--- src/bfsssp_pkg.sv ---
`default_nettype none
package bfsssp_pkg;

    localparam int MAX_V      = 1024;
    localparam int V_BITS     = 10;
    localparam int N_BITS     = 11;
    localparam int MAX_E      = 4096;
    localparam int E_BITS     = 12;
    localparam int SLOT_BITS  = 13;
    localparam int DIST_BITS  = 48;
    localparam int PRED_BITS  = 11;
    localparam int W_BITS     = 32;
    localparam int ROUND_BITS = 10;
    localparam int TRAV_BITS  = 23;

    localparam logic [TRAV_BITS-1:0] TRAV_CAP = 23'd4194304;
    localparam logic [N_BITS-1:0]    N_MAX    = 11'd1024;
    localparam logic [SLOT_BITS-1:0] E_LIMIT  = 13'd4096;

    localparam logic signed [DIST_BITS-1:0] DIST_INF = {1'b0, {(DIST_BITS-1){1'b1}}};
    localparam logic signed [DIST_BITS:0]   SUM_HI   = {2'b00, {(DIST_BITS-2){1'b1}}, 1'b0};
    localparam logic signed [DIST_BITS:0]   SUM_LO   = {2'b11, {(DIST_BITS-1){1'b0}}};

    localparam logic [1:0] OP_CLEAR = 2'd0;
    localparam logic [1:0] OP_LOAD  = 2'd1;
    localparam logic [1:0] OP_RUN   = 2'd2;
    localparam logic [1:0] OP_QUERY = 2'd3;

    localparam logic [1:0] KIND_RUN    = 2'd0;
    localparam logic [1:0] KIND_QUERY  = 2'd1;
    localparam logic [1:0] KIND_REJECT = 2'd2;

    typedef logic [4:0] t_cmd;
    localparam t_cmd CMD_NOP     = 5'd0;
    localparam t_cmd CMD_CAPTURE = 5'd1;
    localparam t_cmd CMD_CLR     = 5'd2;
    localparam t_cmd CMD_LD_RD   = 5'd3;
    localparam t_cmd CMD_LD_WR   = 5'd4;
    localparam t_cmd CMD_Q_RD    = 5'd5;
    localparam t_cmd CMD_INIT    = 5'd6;
    localparam t_cmd CMD_SRC     = 5'd7;
    localparam t_cmd CMD_RSTART  = 5'd8;
    localparam t_cmd CMD_V_RD    = 5'd9;
    localparam t_cmd CMD_V_NEXT  = 5'd10;
    localparam t_cmd CMD_V_SKIP  = 5'd11;
    localparam t_cmd CMD_V_TAKE  = 5'd12;
    localparam t_cmd CMD_E_RD    = 5'd13;
    localparam t_cmd CMD_E_NEXT  = 5'd14;
    localparam t_cmd CMD_E_TO    = 5'd15;
    localparam t_cmd CMD_E_UPD   = 5'd16;
    localparam t_cmd CMD_EMIT    = 5'd17;

    typedef struct packed {
        logic [1:0] op;
        logic       out_free;
        logic       ld_reject;
        logic       sweep_last;
        logic       round_go;
        logic       vdone;
        logic       v_act;
        logic       v_inf;
        logic       e_done;
        logic       e_stale;
    } t_status;

endpackage
`default_nettype wire

--- src/bfsssp_ctrl.sv ---
`default_nettype none
module bfsssp_ctrl (
    input  wire logic                 i_clk,
    input  wire logic                 i_rst_n,
    input  wire logic                 i_in_valid,
    output logic                      o_in_ready,
    input  wire bfsssp_pkg::t_status  i_status,
    output bfsssp_pkg::t_cmd          o_cmd
);
    localparam logic [3:0] S_IDLE   = 4'd0;
    localparam logic [3:0] S_CLR    = 4'd1;
    localparam logic [3:0] S_DISP   = 4'd2;
    localparam logic [3:0] S_LD_RD  = 4'd3;
    localparam logic [3:0] S_LD_WR  = 4'd4;
    localparam logic [3:0] S_Q_RD   = 4'd5;
    localparam logic [3:0] S_INIT   = 4'd6;
    localparam logic [3:0] S_SRC    = 4'd7;
    localparam logic [3:0] S_ROUND  = 4'd8;
    localparam logic [3:0] S_V_RD   = 4'd9;
    localparam logic [3:0] S_V_CHK  = 4'd10;
    localparam logic [3:0] S_E_RD   = 4'd11;
    localparam logic [3:0] S_E_TO   = 4'd12;
    localparam logic [3:0] S_E_UPD  = 4'd13;
    localparam logic [3:0] S_RESP   = 4'd14;

    logic [3:0] r_state;
    logic [3:0] n_state;

    assign o_in_ready = (r_state == S_IDLE);

    always_comb begin
        n_state = r_state;
        o_cmd   = bfsssp_pkg::CMD_NOP;
        unique case (r_state)
            S_IDLE: begin
                if (i_in_valid) begin
                    o_cmd   = bfsssp_pkg::CMD_CAPTURE;
                    n_state = S_DISP;
                end
            end
            S_CLR: begin
                o_cmd = bfsssp_pkg::CMD_CLR;
                if (i_status.sweep_last) n_state = S_IDLE;
            end
            S_DISP: begin
                unique case (i_status.op)
                    bfsssp_pkg::OP_CLEAR: n_state = S_CLR;
                    bfsssp_pkg::OP_LOAD:  n_state = S_LD_RD;
                    bfsssp_pkg::OP_RUN:   n_state = S_INIT;
                    default:              n_state = S_Q_RD;
                endcase
            end
            S_LD_RD: begin
                if (i_status.ld_reject) begin
                    n_state = S_RESP;
                end else begin
                    o_cmd   = bfsssp_pkg::CMD_LD_RD;
                    n_state = S_LD_WR;
                end
            end
            S_LD_WR: begin
                o_cmd   = bfsssp_pkg::CMD_LD_WR;
                n_state = S_IDLE;
            end
            S_Q_RD: begin
                o_cmd   = bfsssp_pkg::CMD_Q_RD;
                n_state = S_RESP;
            end
            S_INIT: begin
                o_cmd = bfsssp_pkg::CMD_INIT;
                if (i_status.sweep_last) n_state = S_SRC;
            end
            S_SRC: begin
                o_cmd   = bfsssp_pkg::CMD_SRC;
                n_state = S_ROUND;
            end
            S_ROUND: begin
                if (i_status.round_go) begin
                    o_cmd   = bfsssp_pkg::CMD_RSTART;
                    n_state = S_V_RD;
                end else begin
                    n_state = S_RESP;
                end
            end
            S_V_RD: begin
                if (i_status.vdone) begin
                    n_state = S_ROUND;
                end else begin
                    o_cmd   = bfsssp_pkg::CMD_V_RD;
                    n_state = S_V_CHK;
                end
            end
            S_V_CHK: begin
                priority if (!i_status.v_act) begin
                    o_cmd   = bfsssp_pkg::CMD_V_NEXT;
                    n_state = S_V_RD;
                end else if (i_status.v_inf) begin
                    o_cmd   = bfsssp_pkg::CMD_V_SKIP;
                    n_state = S_V_RD;
                end else begin
                    o_cmd   = bfsssp_pkg::CMD_V_TAKE;
                    n_state = S_E_RD;
                end
            end
            S_E_RD: begin
                if (i_status.e_done) begin
                    o_cmd   = bfsssp_pkg::CMD_V_NEXT;
                    n_state = S_V_RD;
                end else begin
                    o_cmd   = bfsssp_pkg::CMD_E_RD;
                    n_state = S_E_TO;
                end
            end
            S_E_TO: begin
                if (i_status.e_stale) begin
                    o_cmd   = bfsssp_pkg::CMD_E_NEXT;
                    n_state = S_E_RD;
                end else begin
                    o_cmd   = bfsssp_pkg::CMD_E_TO;
                    n_state = S_E_UPD;
                end
            end
            S_E_UPD: begin
                o_cmd   = bfsssp_pkg::CMD_E_UPD;
                n_state = S_E_RD;
            end
            S_RESP: begin
                if (i_status.out_free) begin
                    o_cmd   = bfsssp_pkg::CMD_EMIT;
                    n_state = S_IDLE;
                end
            end
            default: n_state = S_IDLE;
        endcase
    end

    always_ff @(posedge i_clk) begin
        if (!i_rst_n) begin
            r_state <= S_CLR;
        end else begin
            r_state <= n_state;
        end
    end
endmodule
`default_nettype wire

--- config.mk ---
export PLATFORM = sky130hd
export DESIGN_NAME = bfsssp_ctrl
export DESIGN_NICKNAME = d
export VERILOG_FILES = /design/src/bfsssp_pkg.sv /design/src/bfsssp_ctrl.sv
export SDC_FILE = /design/constraint.sdc
export NUM_CORES = 1
export LEC_CHECK = 0
export ABC_AREA = 1
export BUFFER_PORTS_ARGS = -buffer_cell sky130_fd_sc_hd__buf_2
export CORE_MARGIN = 10
export CORE_UTILIZATION = 40
export CTS_BUF_LIST = sky130_fd_sc_hd__clkbuf_8
export DETAILED_ROUTE_END_ITERATION = 10
export PLACE_DENSITY = 0.77
export SLEW_MARGIN = 20
export SYNTH_ARGS = -nofsm -noshare
export SYNTH_HDL_FRONTEND = slang
export SYNTH_SLANG_ARGS = --single-unit
--- constraint.sdc ---
create_clock -name i_clk -period 1.1 [get_ports i_clk]
set_input_delay 0.055 -clock i_clk [delete_from_list [all_inputs] [get_ports i_clk]]
set_output_delay 0.055 -clock i_clk [all_outputs]
set_load 0.01 [all_outputs]
* Word level (Yosys, flattened, before mapping) *
Cells that the tools add are included.

storage, ports and cells
  input bits = 14
  register bits after elaboration = 4
  output and inout bits = 6
  word-level logic and storage cells = 47

operators by class
  eq/ne operators = 20
  reduce and logical (&&, ||, !) cells = 3
  mux-type cells = 23

operators with widths
  operator                                                         count
  5-bit one-hot mux with 14 select lines                           1
  4-bit one-hot mux with 14 select lines                           1
  4-bit == test, second input constant                             7
  4-bit two-way mux                                                7
  3-bit two-way mux                                                6
  4-bit by 3-bit == test with 1-bit output, second input constant  4
  3-bit one-hot mux with 3 select lines                            1
  4-bit by 2-bit == test with 1-bit output, second input constant  2
  2-bit two-way mux                                                4
  2-bit != test, second input constant                             4
  5-bit two-way mux                                                1
  4-bit by 1-bit == test with 1-bit output, second input constant  1
  4-bit zero test                                                  1
  4-bit AND reduction                                              1
  2-bit by 1-bit == test with 1-bit output, second input constant  1
  2-bit == test, second input constant                             1
  2-bit zero test                                                  1
  1-bit two-way mux                                                2

* Logic depth before layout (Yosys ltp) *
  word-level depth = 3
  depth in mapped cells = 9
  gate-level depth less buffers = 9

* Worst setup path before layout *
Ideal clock, no wire load.

  path type = register to register
  start = register r_state[0]
  end = register r_state[0]
  setup slack = -0.028 ns
  period minus slack after synthesis = 1.128 ns
  path buffers = 0
  data required time = 0.978 ns
  data arrival time = 1.006 ns
  setup time = 0.122 ns
  cell stages (with the launch flop) = 8
  path through = dfxtp_1 > inv_2 > nor2_2 > nand2_2 > a21oi_2 > nor2_1 > o31ai_1 > nand2_1

on the way
  word-level cells in the longest chain between the ends = 3
  elaborated cells on any way between the ends = 20
  classes of those cells = eq/ne: 17; mux: 1; reduce/logical: 2

RTL lines
  element                                line                source
  from (decl)                            bfsssp_ctrl.sv:26   logic [3:0] r_state;
  from (signal assigned)                 bfsssp_ctrl.sv:141  r_state <= n_state;
  4-bit == test (tied with other cells)  bfsssp_ctrl.sv:34   unique case (r_state)
  2-bit != test (no source line)         n/a
  4-bit AND reduction (no source line)   n/a

Parallel ways exist; a longest one is shown, timed or not.
A chain may end at the register's enable or synchronous reset.

* Worst setup path after layout *
  start = register r_state[1]
  end = output o_cmd[0]

on the way
  word-level cells in the longest chain between the ends = 2
  elaborated cells on any way between the ends = 15
  classes of those cells = eq/ne: 13; mux: 1; reduce/logical: 1

RTL lines
  element                                     line               source
  4-bit == test (tied with other cells)       bfsssp_ctrl.sv:34
  5-bit one-hot mux with 14 select lines (*)  bfsssp_ctrl.sv:34
  to (decl)                                   bfsssp_ctrl.sv:8   output bfsssp_pkg::t_cmd o_cmd

Every way passes the cells marked *; elsewhere a longest branch is shown, timed or not.

==> flow_summary.toml <==
[sta]
rsz0062_at_grt = "true"
period_minus_slack_ns = 1.46
setup_tns_ns = -3.02
slew_viol_final = 0
worstMarginPinSlew_ns = 0.283
hold_slack_ns = 0.148
setup_viol = 10
hold_viol = 0
fmaxAchievable_ghz = 0.685
fin_ws_ns = -0.360
slew-limit-headroom = 0.810
fin_crit_sh = 1.33
skew_ns = 0.00605

[setup_path]
crit_type = "reg -> out"
r2r_cells = 8
end_kind = "output port"
crit_start = "r_state[1]$_SDFFE_PN0P_"
r2r_setup_slack_ns = -0.33
startpoint_type = "flip-flop"
critical_path.max_stage_delay_ns = 0.41
crit_path_frequent_cell = "nand3_1"
r2r_start = "r_state[1]$_SDFFE_PN0P_"
path_buf_inv = 3
path_cells = "inv_4, nor2_4, nand2_2, inv_2, nand3_1, nand3_1, nor3_2, nand2_1, buf_2"
critPathArrivalTime_ns = 1.40
cp.required_ns = 1.04
rr_endpoint = "r_state[0]$_SDFFE_PN1P_"
critPathSlowestCell = "dfxtp_4"
critPathTopFamily = "simple AND/OR/NAND/NOR gates"
crit_fanout = 5

[floorplanning]
ioPinCount = 20
die_area_mm2 = 0.00337
die_x_um = 58.0
core.rowCount = 13
die_h_um = 58.0
core_area_mm2 = 0.00133
start_util = 0.433

[detailed_routing]
firstDrtPassIters = 4
wl_met3_um = 255
met2_length_mm = 1.36
vias_per_cell = 5.76
first_iter_violations = 66
avgRoutedWirePerCell_um = 16.3
ant_nets = 0
drc_errors = 0
drt-met1-wl_mm = 1.02
num_vias = 967
highest_layer = "met4"
routed_wl_mm = 2.74

[cts]
htreeDepth = 1
holdBufCountCts = 0
root_buffer = "clkbuf_8"
cts_max_path_buffers = 2
clk_pin_slew_ns = 0.04
cts_sinks = 4
cts_made_buffers = 3
cts_tree = "done"
clock_latency_ns = 0.22

[logic_synthesis]
synth_top_area_share = 0.201
syn_area_um2 = 578
avgSynthCellArea_um2 = 5.45
ys_top_cells_by_area = "nand2_1 (20%), dfxtp_1 (14%), inv_1 (9.7%), nor2_1 (9.1%), nand3_1 (8.7%)"
synth_top_cell_by_area = "nand2_1"
yosys_register_bits = 4
synthFlopType = "dfxtp_1"
synth_edf_count = 0
synth_cells = 106
async_flop_share = 0
ys_seq_area_frac = 0.139
ys_types = 21
synthesis.nets = 123
yosys_warnings = 0

[min_path]
hp-class = "in -> reg"
hold_end = "r_state[2]$_SDFFE_PN0P_"
min_from = "i_rst_n"
holdPathStages = 3

[placed_design]
dp_cells = 152
dp_slack_ns = -0.135
dp_hpwl_mm = 1.62
io_buffers = 19
gp_congestion = 0.965
place_area_um2 = 787

[global_routing]
grt_usage = 0.132
grt_pass1_wl_mm = 3.62
grt_max_degree = 7
gr-total-overflow = 0
grt_pass1_vias = 862
antenna_found_initial = 0

[pwr]
vdd.ir_drop.worst_v = 0.00118
power.density_mw_per_mm2 = 2090
power_mw = 2.16
leakagePower_nw = 0.596

[cells_and_area]
fin_area_mm2 = 0.00103
regArea_um2 = 95.1
finish.utilization = 0.776
area.growth.synth_to_final_pct = 79.0
final_cells = 168
fillers = 104
multi_input_comb_area_um2 = 508
layout-drive-gt1-share = 0.536
largest_register_ffs = 4
top_register = "r_state"
nets = 172
num_antenna_cells = 0
largestRegisters = "r_state (4)"

[run_status]
status = "finished with violations"
violations = "setup timing"

[flow_run]
drv_cap = 0
-- layer usage --
layer | vias to the layer above | track usage
met5 | - | 0
met4 | 0 | 0.0839
met3 | 19 | 0.0327
met2 | 73 | 0.221
met1 | 439 | 0.145
li1 | 436 | -
-- power breakdown --
group	leakage [nW]	internal (mW)	switching, mW
clock network	0.0216	0.235	0.0986
logic	0.539	0.666	0.790
registers	0.0354	0.224	0.147
total	0.596	1.13	1.04
-- cell type report --
| cell class | count | share of cell area |
|---|---|---|
| multi-input cells | 84 | 0.491 |
| repair buffers | 44 | 0.284 |
| flip-flops and latches | 4 | 0.0919 |
| inverters | 18 | 0.0750 |
| clock buffers | 3 | 0.0399 |
| well taps | 15 | 0.0181 |
-- synthesized netlist by cell type, types with 2 or more instances --
cell	number
nor3_1	2
o211ai_1	2
nor2_2	5
nor2_1	14
o21ai_1	2
inv_2	3
o21ai_0	2
a21oi_1	2
a21oi_2	3
nand2_2	2
nand3_1	10
dfxtp_1	4
ha_1	3
nand2_1	31
inv_1	15
-- worst min-delay path: stages --
cell and delay (ns):
buf_2 0.11, inv_1 0.11, a21oi_2 0.05
-- placed cells by master (no fill, tap or decap), drive strengths merged --
| cell type | count |
|---|---|
| a21oi | 5 |
| buf | 44 |
| clkbuf | 3 |
| dfxtp | 4 |
| ha | 3 |
| inv | 18 |
| nand2 | 33 |
| nand3 | 10 |
| nand4 | 1 |
| nor2 | 20 |
| nor3 | 2 |
| o2111ai | 1 |
| o211ai | 2 |
| o21ai | 5 |
| o31ai | 1 |
| or2 | 1 |
-- repair_timing --
item                                   4_1_cts  5_1_grt
buffers inserted                             4        9
endpoints found under the hold margin        0        0
pin swaps                                    7       11
setup endpoints to repair                   10       10
gates resized for setup                     20       16
-- how the worst max path moves through the flow --
stage                                    endpoint  slack (ns)  depth (start not counted)
after detailed placement  r_state[2]$_SDFFE_PN0P_       -0.13                          7
after floorplan           r_state[0]$_SDFFE_PN1P_        0.01                          6
after CTS                                o_cmd[1]       -0.30                          7
final                                    o_cmd[0]       -0.36                          9
after global placement                   o_cmd[1]       -0.13                          7
after global routing                     o_cmd[0]       -0.47                          9
-- logic make-up after synthesis --
kind of cell,synth area share
AND/OR/NAND/NOR,0.513
buffers and inverters,0.117
AO/OA/AOI/OAI,0.167
flip-flops,0.139
adder cells (fa/ha/maj),0.0649
Note: power is estimated with default switching activity, not from simulation.
